`src/llrc_pkg.sv`:
```
// ----------------------------------------------------------------------------
// llrc_pkg
// Types, codes and constants shared by the line ring capture modules.
// ----------------------------------------------------------------------------
package llrc_pkg;

  localparam int KIND_W = 2;
  localparam int BYTE_W = 8;
  localparam int BACK_W = 6;
  localparam int COL_W  = 8;
  localparam int LEN_W  = 8;
  localparam int CNT_W  = 6;

  localparam int APB_DW      = 32;
  localparam int APB_AW      = 3;
  localparam int REG_IDX_LSB = 2;

  localparam logic REG_SHOW_LIMIT = 1'b0;

  localparam logic [CNT_W-1:0] SHOW_LIMIT_RST = 6'd10;

  localparam logic [BYTE_W-1:0] CH_NEWLINE  = 8'h0A;
  localparam logic [BYTE_W-1:0] CH_TAB      = 8'h09;
  localparam logic [BYTE_W-1:0] CH_PRINT_LO = 8'h20;
  localparam logic [BYTE_W-1:0] CH_DEL      = 8'h7F;
  localparam logic [BYTE_W-1:0] CH_DOT      = 8'h2E;

  localparam int Q_DEPTH = 2;

  typedef enum logic [KIND_W-1:0] {
    KIND_PUSH = 2'd0,
    KIND_END  = 2'd1,
    KIND_READ = 2'd2
  } kind_t;

  typedef enum logic [1:0] {
    OP_CHAR,
    OP_NEWLINE,
    OP_END,
    OP_READ
  } op_t;

  typedef struct packed {
    op_t               op;
    logic [BYTE_W-1:0] data;
    logic [BACK_W-1:0] back;
  } ent_t;

  typedef struct packed {
    logic [BYTE_W-1:0] char_out;
    logic              past_end;
    logic [LEN_W-1:0]  line_length;
    logic [CNT_W-1:0]  lines_held;
    logic [CNT_W-1:0]  lines_to_show;
  } res_t;

  typedef enum logic [1:0] {
    BK_IDLE,
    BK_FETCH,
    BK_RESOLVE
  } bk_state_t;

  function automatic logic [BYTE_W-1:0] sanitize(input logic [BYTE_W-1:0] c);
    if (c == CH_TAB || (c >= CH_PRINT_LO && c < CH_DEL)) begin
      return c;
    end
    return CH_DOT;
  endfunction

endpackage

```
`src/llrc_queue.sv`:
```
// ----------------------------------------------------------------------------
// llrc_queue
// Two-entry queue of classified transactions between front and back.
// ----------------------------------------------------------------------------
module llrc_queue (
  input  logic           clk,
  input  logic           rst_n,
  input  logic           push,
  input  llrc_pkg::ent_t din,
  output logic           full,
  input  logic           pop,
  output logic           valid,
  output llrc_pkg::ent_t dout
);

  localparam int PtrW = $clog2(llrc_pkg::Q_DEPTH);
  localparam int CntW = $clog2(llrc_pkg::Q_DEPTH + 1);
  localparam logic [CntW-1:0] CntFull = CntW'(llrc_pkg::Q_DEPTH);
  localparam logic [PtrW-1:0] PtrLast = PtrW'(llrc_pkg::Q_DEPTH - 1);

  llrc_pkg::ent_t  q_mem_r [llrc_pkg::Q_DEPTH];
  logic [PtrW-1:0] wp_r, wp_nxt;
  logic [PtrW-1:0] rp_r, rp_nxt;
  logic [CntW-1:0] cnt_r, cnt_nxt;
  logic            do_push, do_pop;

  assign full  = (cnt_r == CntFull);
  assign valid = (cnt_r != '0);
  assign dout  = q_mem_r[rp_r];

  always_comb begin
    do_push = push && !full;
    do_pop  = pop && valid;
    wp_nxt  = wp_r;
    rp_nxt  = rp_r;
    cnt_nxt = cnt_r;
    if (do_push) begin
      wp_nxt = (wp_r == PtrLast) ? '0 : wp_r + 1'b1;
    end
    if (do_pop) begin
      rp_nxt = (rp_r == PtrLast) ? '0 : rp_r + 1'b1;
    end
    if (do_push && !do_pop) begin
      cnt_nxt = cnt_r + 1'b1;
    end else if (do_pop && !do_push) begin
      cnt_nxt = cnt_r - 1'b1;
    end
  end

  always_ff @(posedge clk) begin
    if (!rst_n) begin
      wp_r  <= '0;
      rp_r  <= '0;
      cnt_r <= '0;
    end else begin
      wp_r  <= wp_nxt;
      rp_r  <= rp_nxt;
      cnt_r <= cnt_nxt;
    end
  end

  always_ff @(posedge clk) begin
    if (do_push) begin
      q_mem_r[wp_r] <= din;
    end
  end

endmodule

```
`config.mk`:
```
export PLATFORM = sky130hd
export DESIGN_NAME = llrc_queue
export DESIGN_NICKNAME = d
export VERILOG_FILES = /design/src/llrc_pkg.sv /design/src/llrc_queue.sv
export SDC_FILE = /design/constraint.sdc
export NUM_CORES = 1
export LEC_CHECK = 0
export ABC_AREA = 1
export BUFFER_PORTS_ARGS = -buffer_cell sky130_fd_sc_hd__buf_2
export CAP_MARGIN = 20
export CORE_ASPECT_RATIO = 1.4
export CORE_MARGIN = 2
export CORE_UTILIZATION = 45
export CTS_BUF_LIST = sky130_fd_sc_hd__clkbuf_16
export CTS_CLUSTER_SIZE = 16
export DETAILED_ROUTE_END_ITERATION = 16
export MAX_ROUTING_LAYER = met4
export PLACE_DENSITY = 0.71
export SLEW_MARGIN = 10
export SYNTH_ARGS = -nofsm -noshare
export SYNTH_HDL_FRONTEND = slang
export SYNTH_SLANG_ARGS = --single-unit
export TNS_END_PERCENT = 1
```
`constraint.sdc`:
```
create_clock -name clk -period 1.51 [get_ports clk]
set_input_delay 0.151 -clock clk [delete_from_list [all_inputs] [get_ports clk]]
set_output_delay 0.151 -clock clk [all_outputs]
set_load 0.1 [all_outputs]
```
==> qor.tcl <==
set qor(dieWidth_um) 52.06
set qor(final.setup.tns_ns) 0
set qor(synth-seq-area-share) 0.7291
set qor(post-dp-hpwl_mm) 1.821
set qor(worst_clock_skew_ns) 0.003249
set qor(start_util) 0.4705
set qor(die_area_um2) 3711
set qor(cp_data_required_time_ns) 1.36
set qor(sequentialPowerShare) 0.295
set qor(r2r_start) {cnt_r[1]$_SDFFE_PN0P_}
set qor(critical_path.slowest_cell) {sky130_fd_sc_hd__mux2_2}
set qor(syn-cell-area_um2) 1455
set qor(buffers_inverters_on_critical_path) 2
set qor(cts_tree) {built}
set qor(post_synthesis_sequential_element_count) 37
set qor(synth-xor-area-share) 0
set qor(placeableCoreArea_um2) 3093
set qor(ioPinCount) 38
set qor(first_pass_grt_wire_length_mm) 3.960
set qor(sw_frac_of_total) 0.4202
set qor(grt_antenna_before_repair) 0
set qor(outcome) {finished clean}
set qor(fp-row-count) 24
set qor(synth_adder_area_share) 0.008598
set qor(globalRouteOverflowTotal) 0
set qor(synth_area_per_cell_um2) 16.73
set qor(drt-vias-per-instance) 4.813
set qor(arrival_ns) 1.31
set qor(numCtsBuffers) 5
set qor(timing.final.hold_violations) 0
set qor(detail-route-antenna-nets) 0
set qor(num-nets-final) 157
set qor(routed_wirelength_mm) 2.456
set qor(final-setup-viol-count) 0
set qor(floorplan.die.height_um) 71.29
set qor(worst_hold_path_type) {input port to flop}
set qor(worstHoldStart) {din[2]}
set qor(power_density_nw_per_um2) 2222
set qor(irDropWorstVdd_uv) 1739
set qor(cells_traversed_along_the_worst_timing_path) {buf_12 -> mux2_2 -> buf_12}
set qor(post_route_cells_drive_above_1_share) 0.5182
set qor(route.detailed.drc) 0
set qor(mappedNetlistNets) 108
set qor(max_cap_viol_count) 0
set qor(comb_power_share) 0.508
set qor(worst_pin_slew_ns) 0.4833
set qor(ys_warns) 0
set qor(fmaxAchievable_mhz) 684.9
set qor(dpl_ws_ns) 0.07860
set qor(detail_route.first_pass.iterations) 4
set qor(numClockSinks) 37
set qor(area_growth_pct) 45.14
set qor(intPower_uw) 2721
set qor(synth_compound_gate_area_share) 0.02150
set qor(crit_path_frequent_cell) {sky130_fd_sc_hd__buf_12}
set qor(synth_mux_area_frac) 0.1496
set qor(clock_latency_ns) 0.27
set qor(dr_total_vias) 847
set qor(insertedDiodeCount) 0
set qor(hold_buffers) 0
set qor(setup_slack_ns) 0.04993
set qor(unrepaired_setup_endpoints_after_global_routing) {false}
set qor(fin_crit_ns) 1.460
set qor(synth_simple_gate_area_share) 0.04901
set qor(slew-limit-headroom) 0.6800
set qor(power.clock.fraction) 0.197
set qor(grt_max_degree) 12
set qor(finalWeightedCongestion) 0.6214
set qor(period_share) 0.9669
set qor(timing.critical_path.from_type) {flop}
set qor(critPathCaptureType) {output pin}
set qor(clk_path_buf_depth) 2
set qor(yosys.cell_types.count) 17
set qor(p_leak_uw) 0.0008705
set qor(path_class) {flop to output pin}
set qor(number_of_global_route_vias_before_repair) 943
set qor(worstPathMaxFanout) 11
set qor(port_buffers) 37
set qor(synth_cells) 87
set qor(final_core_utilization) 0.6828
set qor(htree_levels) 2
set qor(clock_pin_slew_reported_for_the_worst_setup_and_hold_paths_after_clock_tree_synthesis_ns) 0.05
set qor(cts-root-buf) {sky130_fd_sc_hd__clkbuf_16}
set qor(combinational_family_with_the_most_area_after_synthesis) {multiplexers}
set qor(global_route.usage.total) 0.1569
set qor(slowest_delay_ns) 0.37
set qor(critical_path.top_delay_family) {multiplexers}
set qor(netsw_uw) 1972
set qor(final_max_slew_viol_count) 0
set qor(drt-initial-drc-count) 18
set qor(routed_wire_length_per_instance_um) 13.95
synth_stat cells:
cell,number,area [µm²]
sky130_fd_sc_hd__buf_12,1,20.02
sky130_fd_sc_hd__buf_6,1,11.26
sky130_fd_sc_hd__o21ai_2,1,8.760
sky130_fd_sc_hd__mux2_2,6,67.56
sky130_fd_sc_hd__o21a_1,1,7.510
sky130_fd_sc_hd__o21ai_0,2,10.01
sky130_fd_sc_hd__a21oi_1,1,5.000
sky130_fd_sc_hd__nand2_1,7,26.28
sky130_fd_sc_hd__mux2_4,10,150.1
sky130_fd_sc_hd__inv_1,7,26.28
sky130_fd_sc_hd__nand4_1,1,6.260
sky130_fd_sc_hd__dfxtp_1,5,100.1
sky130_fd_sc_hd__ha_1,1,12.51
sky130_fd_sc_hd__edfxtp_1,32,960.9
sky130_fd_sc_hd__nand3_1,1,5.000
sky130_fd_sc_hd__nor2_1,9,33.78
sky130_fd_sc_hd__inv_2,1,3.750
layout by cell type, fill, tap and decap left out:
cell type and n:
sky130_fd_sc_hd__nand2_1 7, sky130_fd_sc_hd__nor2_2 1, sky130_fd_sc_hd__clkbuf_16 5, sky130_fd_sc_hd__a21oi_1 1, sky130_fd_sc_hd__nor2_1 8, sky130_fd_sc_hd__o21ai_0 2, sky130_fd_sc_hd__nand3_1 1, sky130_fd_sc_hd__ha_1 1
sky130_fd_sc_hd__edfxtp_1 32, sky130_fd_sc_hd__buf_12 17, sky130_fd_sc_hd__o21a_1 1, sky130_fd_sc_hd__dfxtp_2 2, sky130_fd_sc_hd__mux2_4 10, sky130_fd_sc_hd__buf_2 21, sky130_fd_sc_hd__nand4_1 1, sky130_fd_sc_hd__o21ai_4 1
sky130_fd_sc_hd__mux2_2 6, sky130_fd_sc_hd__inv_2 2, sky130_fd_sc_hd__clkinv_1 1, sky130_fd_sc_hd__inv_1 8, sky130_fd_sc_hd__buf_4 6, sky130_fd_sc_hd__dfxtp_1 3
logic make-up after synthesis:
group / Yosys count
DFF: 37
and+or+nand+nor: 18
buffers and inverters: 10
adders and majority gates: 1
muxes: 16
AOI/OAI and AO/OA: 5
power groups by stage:
stage	Sequential [µW]	Clock, µW	Combinational, µW
6_report	1390	924	2380
5_1_grt	1400	988	2470
4_1_cts	1380	949	2380
3_5_place_dp	1390	0	2370
3_3_place_gp	1380	0	2320
2_1_floorplan	1370	0	1650
timing repair:
item	4_1_cts	5_1_grt
pin swaps	0	1
resized for setup	1	3
buffers inserted	0	1
endpoints found under the setup margin	6	2
final timing paths:
path,to,slack [ns],cells past startpoint
setup / recovery,dout[0],0.05,3
hold / removal,q_mem_r[0][2]$_DFFE_PP_,0.07,1
setup reg to reg,cnt_r[1]$_SDFFE_PN0P_,0.15,9
hold reg to reg,flop,0.54,2
metrics by stage:
step	cell area [µm²]	cells	power, µW	hold slack, ns
after floorplan	1458	87	3025	0.2499
after CTS	2096	175	4702	0.06042
after detailed placement	1958	167	3763	0.3445
after global routing	2112	176	4861	0.06270
after global placement	1958	167	3703	0.3379
final	2112	176	4693	0.06862
sequential cells by signal (all words and copies together), names as in the netlist, named ones only:
signal	cells
cnt_r	2
rp_r	1
q_mem_r	32
wp_r	1
routing by layer:
metal,up-vias,track usage,wire length [µm]
met2,33,0.2700,1452
li1,407,-,-
met4,0,0.09942,33
met3,4,0.05625,151
met1,403,0.1389,818
met5,-,-,0
layout make-up:
type | count | area (µm²)
timing repair buffer | 44 | 490.5
tap | 39 | 48.80
clock inverter | 3 | 11.26
sequential | 37 | 1064
fill | 227 | 980.9
multi-input combinational | 40 | 342.8
clock buffer | 5 | 125.1
inverter | 8 | 30.03
Power figures use the tool's default switching activity.
