`src/llrc_pkg.sv`:
```
// ----------------------------------------------------------------------------
// llrc_pkg
// Types, codes and constants shared by the line ring capture modules.
// ----------------------------------------------------------------------------
package llrc_pkg;

  localparam int KIND_W = 2;
  localparam int BYTE_W = 8;
  localparam int BACK_W = 6;
  localparam int COL_W  = 8;
  localparam int LEN_W  = 8;
  localparam int CNT_W  = 6;

  localparam int APB_DW      = 32;
  localparam int APB_AW      = 3;
  localparam int REG_IDX_LSB = 2;

  localparam logic REG_SHOW_LIMIT = 1'b0;

  localparam logic [CNT_W-1:0] SHOW_LIMIT_RST = 6'd10;

  localparam logic [BYTE_W-1:0] CH_NEWLINE  = 8'h0A;
  localparam logic [BYTE_W-1:0] CH_TAB      = 8'h09;
  localparam logic [BYTE_W-1:0] CH_PRINT_LO = 8'h20;
  localparam logic [BYTE_W-1:0] CH_DEL      = 8'h7F;
  localparam logic [BYTE_W-1:0] CH_DOT      = 8'h2E;

  localparam int Q_DEPTH = 2;

  typedef enum logic [KIND_W-1:0] {
    KIND_PUSH = 2'd0,
    KIND_END  = 2'd1,
    KIND_READ = 2'd2
  } kind_t;

  typedef enum logic [1:0] {
    OP_CHAR,
    OP_NEWLINE,
    OP_END,
    OP_READ
  } op_t;

  typedef struct packed {
    op_t               op;
    logic [BYTE_W-1:0] data;
    logic [BACK_W-1:0] back;
  } ent_t;

  typedef struct packed {
    logic [BYTE_W-1:0] char_out;
    logic              past_end;
    logic [LEN_W-1:0]  line_length;
    logic [CNT_W-1:0]  lines_held;
    logic [CNT_W-1:0]  lines_to_show;
  } res_t;

  typedef enum logic [1:0] {
    BK_IDLE,
    BK_FETCH,
    BK_RESOLVE
  } bk_state_t;

  function automatic logic [BYTE_W-1:0] sanitize(input logic [BYTE_W-1:0] c);
    if (c == CH_TAB || (c >= CH_PRINT_LO && c < CH_DEL)) begin
      return c;
    end
    return CH_DOT;
  endfunction

endpackage

```
`src/llrc_front.sv`:
```
// ----------------------------------------------------------------------------
// llrc_front
// Accepts input transactions, classifies and sanitizes them for the queue,
// and holds the configuration register behind the APB-style port.
// ----------------------------------------------------------------------------
module llrc_front (
  input  logic                                 clk,
  input  logic                                 rst_n,
  input  logic                                 in_valid,
  output logic                                 in_stall,
  input  logic [llrc_pkg::KIND_W-1:0]          in_kind,
  input  logic [llrc_pkg::BYTE_W-1:0]          in_byte_value,
  input  logic [llrc_pkg::BACK_W-1:0]          in_line_back,
  input  logic [llrc_pkg::COL_W-1:0]           in_column,
  input  logic                                 cfg_psel,
  input  logic                                 cfg_penable,
  input  logic                                 cfg_pwrite,
  input  logic [llrc_pkg::APB_AW-1:0]          cfg_paddr,
  input  logic [llrc_pkg::APB_DW-1:0]          cfg_pwdata,
  output logic [llrc_pkg::APB_DW-1:0]          cfg_prdata,
  output logic                                 cfg_pready,
  input  logic                                 q_full,
  output logic                                 q_push,
  output llrc_pkg::ent_t                       q_din,
  output logic [llrc_pkg::CNT_W-1:0]           show_limit
);

  logic [llrc_pkg::CNT_W-1:0] show_limit_r;
  logic                       reg_sel;
  logic                       cfg_wr;

  assign cfg_pready = 1'b1;
  assign reg_sel    = (cfg_paddr[llrc_pkg::REG_IDX_LSB] == llrc_pkg::REG_SHOW_LIMIT);
  assign cfg_wr     = cfg_psel && cfg_penable && cfg_pwrite && cfg_pready;
  assign cfg_prdata = reg_sel
                    ? {{(llrc_pkg::APB_DW - llrc_pkg::CNT_W){1'b0}}, show_limit_r}
                    : '0;
  assign show_limit = show_limit_r;

  always_ff @(posedge clk) begin
    if (!rst_n) begin
      show_limit_r <= llrc_pkg::SHOW_LIMIT_RST;
    end else if (cfg_wr && reg_sel) begin
      show_limit_r <= cfg_pwdata[llrc_pkg::CNT_W-1:0];
    end
  end

  assign in_stall = q_full;

  always_comb begin
    q_push     = 1'b0;
    q_din.op   = llrc_pkg::OP_CHAR;
    q_din.data = in_byte_value;
    q_din.back = in_line_back;
    case (in_kind)
      llrc_pkg::KIND_PUSH: begin
        q_push = in_valid && !q_full;
        if (in_byte_value == llrc_pkg::CH_NEWLINE) begin
          q_din.op = llrc_pkg::OP_NEWLINE;
        end else begin
          q_din.data = llrc_pkg::sanitize(in_byte_value);
        end
      end
      llrc_pkg::KIND_END: begin
        q_push   = in_valid && !q_full;
        q_din.op = llrc_pkg::OP_END;
      end
      llrc_pkg::KIND_READ: begin
        q_push     = in_valid && !q_full;
        q_din.op   = llrc_pkg::OP_READ;
        q_din.data = in_column;
      end
      default: begin
        q_push = 1'b0;
      end
    endcase
  end

endmodule

```
`config.mk`:
```
export PLATFORM = sky130hd
export DESIGN_NAME = llrc_front
export DESIGN_NICKNAME = d
export VERILOG_FILES = /design/src/llrc_pkg.sv /design/src/llrc_front.sv
export SDC_FILE = /design/constraint.sdc
export NUM_CORES = 1
export LEC_CHECK = 0
export ABC_CLOCK_PERIOD_IN_PS = 1830
export BUFFER_PORTS_ARGS = -buffer_cell sky130_fd_sc_hd__buf_4
export CAP_MARGIN = 20
export CORE_AREA = 2 2 56 58
export DETAILED_ROUTE_END_ITERATION = 16
export DIE_AREA = 0 0 58 60
export GPL_ROUTABILITY_DRIVEN = 0
export PLACE_DENSITY = 0.74
export SLEW_MARGIN = 15
export SYNTH_ARGS = -nofsm -noshare
export SYNTH_HDL_FRONTEND = slang
export SYNTH_SLANG_ARGS = --single-unit
```
`constraint.sdc`:
```
create_clock -name clk -period 1.83 [get_ports clk]
set_input_delay 0.366 -clock clk [delete_from_list [all_inputs] [get_ports clk]]
set_output_delay 0.366 -clock clk [all_outputs]
set_load 0.05 [all_outputs]
```
==> results of run 1 <==
power by group through the flow:
stage / registers [W] / clock network, W / logic [W]
6_report: 0.000136 / 0.000123 / 0.000440
5_1_grt: 0.000136 / 0.000140 / 0.000461
4_1_cts: 0.000136 / 0.000130 / 0.000422
3_5_place_dp: 0.000139 / 0 / 0.000402
3_3_place_gp: 0.000139 / 0 / 0.000400
2_1_floorplan: 0.000148 / 0 / 0.000347
synth_stat cells, drive strengths merged:
master,count,area (sq um)
a22oi,4,30.0
a32o,3,30.0
and4b,1,11.3
buf,34,255
clkbuf,1,3.75
conb,2,7.51
dfxtp,6,120
ha,3,37.5
inv,2,7.51
mux2i,6,60.1
nand2,5,18.8
nand2b,2,12.5
nand3,2,10.0
nand3b,1,7.51
nand4,1,6.26
nand4b,1,15.0
nor2,2,7.51
nor2b,10,62.6
nor3b,1,7.51
nor4b,1,15.0
o21ai,4,20.0
o311ai,1,16.3
worst max-delay path by stage:
| stage | startpoint | to |
|---|---|---|
| after detailed placement | in_byte_value[6] | q_din[8] |
| after floorplan | in_kind[0] | q_din[13] |
| after global routing | in_byte_value[2] | q_din[10] |
| final | in_byte_value[2] | q_din[6] |
| after global placement | in_byte_value[6] | q_din[6] |
| after CTS | in_byte_value[2] | q_din[12] |
what timing repair did:
action                                  in CTS  in global routing
pin swaps                                    5                  2
endpoints found under the setup margin       8                  9
resized for setup                           13                 17
logic make-up (layout without fill, tap and decap cells):
group / count (synthesis) / count (layout) / synth area share [%]
muxes: 6 / 6 / 7.88
adders and majority gates: 3 / 3 / 4.93
AOI/OAI and AO/OA: 12 / 12 / 12.6
other: 2 / 27 / 0.986
DFF: 6 / 6 / 15.8
and+or+nand+nor: 27 / 27 / 22.8
buffers and inverters: 37 / 69 / 35.0
per-stage QoR:
| step | instances | power [W] |
|---|---|---|
| after global placement | 180 | 0.000538 |
| after floorplan | 118 | 0.000495 |
| after global routing | 183 | 0.000737 |
| final | 183 | 0.000699 |
| after CTS | 183 | 0.000688 |
| after detailed placement | 180 | 0.000541 |
area by class of cell:
| type | instances | share of cell area [%] |
|---|---|---|
| tap | 33 | 3.21 |
| timing repair buffer | 64 | 42.0 |
| multi-input combinational | 75 | 43.1 |
| sequential | 6 | 9.33 |
| clock buffer | 3 | 1.75 |
| inverter | 2 | 0.583 |
per-layer routing:
metal  up-vias  GRT usage, %  part of all wire [%]
li1        371             -                     -
met1       358          11.0                    33
met2        56          21.4                    53
met3         0          1.95                    14
met4         0          3.99                     0
met5         -             0                     0
critical path: cells and delay by family:
family	cells	cell delay [ns]
buffers and inverters	2	0.26
AO/OA/AOI/OAI	2	0.41
AND/OR/NAND/NOR	2	0.43
placed cells by master, fill, tap and decap left out:
cell      count
dfxtp_1       6
and4b_2       1
mux2i_1       6
nor2b_1      10
a22oi_2       3
nand3_2       1
nand2_4       1
conb_1       27
clkbuf_4      3
nor4b_4       1
nand2_1       4
nand2b_4      2
buf_6        12
nand3b_1      1
a32o_1        3
ha_2          1
nand3_1       1
a22oi_1       1
o311ai_4      1
ha_1          2
nor2_1        1
nor2_2        1
nor3b_2       1
buf_4        50
buf_8         2
o21ai_2       4
nand4b_2      1
nand4_1       1
inv_1         2
==> flow_metrics.tcl, run 1 <==
set metrics [dict create \
    antennaDiodeCount 0 \
    grt_overflow 0 \
    power_frac_clock_pct 17.6 \
    path_class "in2out" \
    skew_ns 0 \
    grt_pass1_vias 753 \
    min_path_type "in2reg" \
    h-tree-depth 1 \
    fin_ws_ns -0.00194 \
    drive_above_1_share_pct 56.7 \
    dp_slack_ns -0.158 \
    p_leak_nw 0.679 \
    arrival_ns 1.47 \
    final_area_sq_mm 0.00129 \
    start_util_pct 26.3 \
    seqCellArea_sq_um 120 \
    nNetsFinal 221 \
    clk_latency_ns 0.24 \
    mappedNetlistArea_sq_um 762 \
    cts_buffer_depth 2 \
    ant_nets 0 \
    hpwlAfterDp_mm 1.61 \
    outcome "complete, but fails checks" \
    multiInputGateArea_sq_um 556 \
    syn_to_final_growth_pct 69.0 \
    reg2regPathDepth 2 \
    syn_inst 93 \
    grt_util_all_layers_pct 10.7 \
    cts_setup_buffers 0 \
    dieArea_sq_mm 0.00348 \
    hold_depth 2 \
    rr_endpoint "show_limit[0]$_SDFFE_PN0P_" \
    port-buffer-count 55 \
    wl_mm 1.86 \
    cts_buffers 3 \
    pin_count 123 \
    utilization_pct 44.4 \
    cp-start-kind "primary input" \
    crit_chain "buf_8 > nor4b_4 > nand3b_1 > o311ai_4 > a32o_1 > buf_6" \
    post_dp_cell_area_sq_mm 0.00113 \
    synth_seq_area_share_pct 15.8 \
    drc 0 \
    num_vias 785 \
    r2r_setup_slack_ns 1.20 \
    required_ns 1.46 \
    drtPass1Iterations 3 \
    min_to "show_limit[3]$_SDFFE_PN1P_" \
    core_area_sq_mm 0.00290 \
    grt_pass1_wl_mm 2.98 \
    seq_power_share_pct 19.5 \
    via_per_inst 4.29 \
    crit_path_max_fanout 6 \
    rows 20 \
    ys_ff_latch 6 \
    crit_slowest_cell "nor4b_4" \
    powerDensity_mw_per_mm2 543 \
    setup_viol 1 \
    violations "setup timing" \
    period_needed_ns 1.83 \
    irDropWorstVdd_v 0.000307 \
    slew_violations 0 \
    hold_ws_ns 0.321 \
    hp-start "rst_n" \
    setup-tns-final_ns -0.00194 \
    cts_tree "yes" \
    rsz0062_at_grt "yes" \
    switching_share_pct 49.6 \
    yosysWarningCount 0 \
    hold_viol_final 0 \
    max_cap_viol_count 0 \
    clkTransAtPathRegs_ns 0.05 \
    die_y_um 60 \
    reg2reg_from "show_limit[0]$_SDFFE_PN0P_" \
    p_switching_w 0.000347 \
    combPwrFrac_pct 63.0 \
    finalCritPeriodShare_pct 100 \
    grt_max_degree 10 \
    holdBufCountCts 0 \
    synth_area_per_cell_sq_um 8.19 \
    die_w_um 58 \
    drt_iter0_drc 9 \
    largest_register_ff_count 6 \
    num-fill-cells 301 \
    fmax_ghz 0.546 \
    antenna_found_initial 0 \
    wl_per_cell_um 10.2 \
    root_buffer "clkbuf_4" \
    cts_sinks 6 \
    p_int_w 0.000352 \
    cp_slowest_stage_delay_ns 0.28 \
    end_kind "primary output" \
    yosysUniqueCellTypes 22 \
]
(Power assumes the default switching activity.)
==> inputs of run 2 (changes only) <==
ABC_CLOCK_PERIOD_IN_PS = 1750   (was 1830)
clock period = 1.75 ns   (was 1.83 ns; I/O delays follow)
==> run 2 against run 1 <==
  * Sequential power up 4%
  * Register-to-register slack worse by 0.07 ns
  * Count of clock-buffer cells in the layout unchanged
  * Largest cell class unchanged
  * The flow still finishes with violations (setup timing)
  * Critical endpoint unchanged
  * Via count increased by 0.13%
  * Setup slack worse by 0.023 ns
==> flow_metrics.tcl, run 2 (same netlist as run 1, synthesis figures left out) <==
set metrics [dict create \
    ant_nets 0 \
    crit_chain "buf_8 > nor4b_4 > nand3b_1 > o311ai_4 > a32o_2 > buf_6" \
    skew_ns 0 \
    crit_path_max_fanout 5 \
    fin_ws_ns -0.0252 \
    num-fill-cells 275 \
    seqCellArea_sq_um 120 \
    grt_pass1_wl_mm 2.80 \
    outcome "complete, but fails checks" \
    h-tree-depth 1 \
    cp-start-kind "primary input" \
    setup-tns-final_ns -0.0642 \
    hpwlAfterDp_mm 1.61 \
    path_class "in2out" \
    drt_iter0_drc 3 \
    seq_power_share_pct 19.2 \
    max_cap_viol_count 0 \
    grt_pass1_vias 661 \
    grt_max_degree 8 \
    arrival_ns 1.43 \
    clk_latency_ns 0.24 \
    drive_above_1_share_pct 63.9 \
    port-buffer-count 55 \
    pin_count 123 \
    drtPass1Iterations 3 \
    wl_mm 1.97 \
    core_area_sq_mm 0.00290 \
    irDropWorstVdd_v 0.000336 \
    die_y_um 60 \
    start_util_pct 26.3 \
    hold_viol_final 0 \
    p_switching_w 0.000365 \
    root_buffer "clkbuf_4" \
    dieArea_sq_mm 0.00348 \
    reg2regPathDepth 2 \
    p_int_w 0.000377 \
    grt_overflow 0 \
    setup_viol 3 \
    p_total_w 0.000742 \
    hp-start "rst_n" \
    cts_tree "yes" \
    largest_register_ff_count 6 \
    cp_slowest_stage_delay_ns 0.27 \
    crit_slowest_cell "nor4b_4" \
    end_kind "primary output" \
    die_w_um 58 \
    finalCritPeriodShare_pct 101 \
    grt_util_all_layers_pct 10.7 \
    nNetsFinal 226 \
    rows 20 \
    combPwrFrac_pct 64.0 \
    cts_sinks 6 \
    rr_endpoint "show_limit[3]$_SDFFE_PN1P_" \
    drc 0 \
    cts_buffers 3 \
    cp_top_family "simple AND/OR/NAND/NOR gates" \
    min_path_type "in2reg" \
    period_needed_ns 1.78 \
    clkTransAtPathRegs_ns 0.05 \
    most-common-layout-cells "58 x buf_4, 27 x conb_1, 9 x buf_6" \
    cts_buffer_depth 2 \
    syn_to_final_growth_pct 76.8 \
    holdBufCountCts 0 \
    slew_violations 0 \
    reg2reg_from "show_limit[3]$_SDFFE_PN1P_" \
    power_frac_clock_pct 16.8 \
    min_to "show_limit[1]$_SDFFE_PN1P_" \
    fmax_ghz 0.563 \
    powerDensity_mw_per_mm2 551 \
    p_leak_nw 0.718 \
    mostFrequentLayoutCell "buf_4" \
    num_vias 786 \
    wl_per_cell_um 10.5 \
    cts_setup_buffers 0 \
    violations "setup timing" \
    required_ns 1.40 \
    rsz0062_at_grt "yes" \
    hold_depth 2 \
    antenna_found_initial 0 \
    via_per_inst 4.18 \
    r2r_setup_slack_ns 1.13 \
    antennaDiodeCount 0 \
    utilization_pct 46.4 \
    cp.buffers_inverters 2 \
    multiInputGateArea_sq_um 589 \
    switching_share_pct 49.1 \
]
[run 2: power by group through the flow]
stage | sequential (W) | clock [W] | combinational [W]
floorplan | 0.000155 | 0 | 0.000368
global placement | 0.000145 | 0 | 0.000432
detailed placement | 0.000145 | 0 | 0.000433
CTS | 0.000142 | 0.000132 | 0.000462
global route | 0.000143 | 0.000140 | 0.000496
finish | 0.000142 | 0.000125 | 0.000475
[run 2: final cells by class]
cell class / count / share of cell area, %
Multi-Input combinational cell: 75 / 43.7
Timing Repair Buffer: 69 / 42.1
Sequential cell: 6 / 8.91
Tap cell: 33 / 3.06
Clock buffer: 3 / 1.67
Inverter: 2 / 0.557
[run 2: metal layers]
layer  wire, um  vias to the layer above  global-route usage (%)
met1        647                      338                    10.8
met2        956                       62                    18.5
met5          0                        -                       0
met4         12                        0                    5.98
met3        356                        2                    4.55
li1           -                      384                       -
[run 2: worst max path at each step]
stage / slack [ns] / endpoint / start / depth (start not counted)
floorplan: -0.21 / q_din[13] / in_kind[0] / 5
global placement: -0.12 / q_din[11] / in_byte_value[4] / 7
detailed placement: -0.14 / q_din[11] / in_byte_value[4] / 7
CTS: -0.04 / q_din[6] / in_byte_value[2] / 6
global route: -0.09 / q_din[12] / in_byte_value[2] / 6
finish: -0.03 / q_din[6] / in_byte_value[2] / 6
[run 2: worst register-to-register path: cells and delay by family, from the launching register on]
family           cells  cell delay (ns)
flip-flops           1             0.32
multiplexers         1             0.14
AND/OR/NAND/NOR      1             0.07
[run 2: timing repair]
item / 4_1_cts / 5_1_grt
pin swaps: 7 / 3
gates resized for setup: 20 / 7
setup endpoints to repair: 9 / 8
endpoints found under the hold margin: 0 / 0
gates cloned: 0 / 0
[run 2: through the flow]
stage	instance area (sq um)	std cells	setup slack, ns	hold slack, ns
after floorplan	896	118	-0.208	0.412
after global placement	1200	185	-0.122	0.490
after detailed placement	1200	185	-0.142	0.479
after CTS	1300	188	-0.0405	0.305
after global routing	1350	188	-0.0892	0.308
final	1350	188	-0.0252	0.311
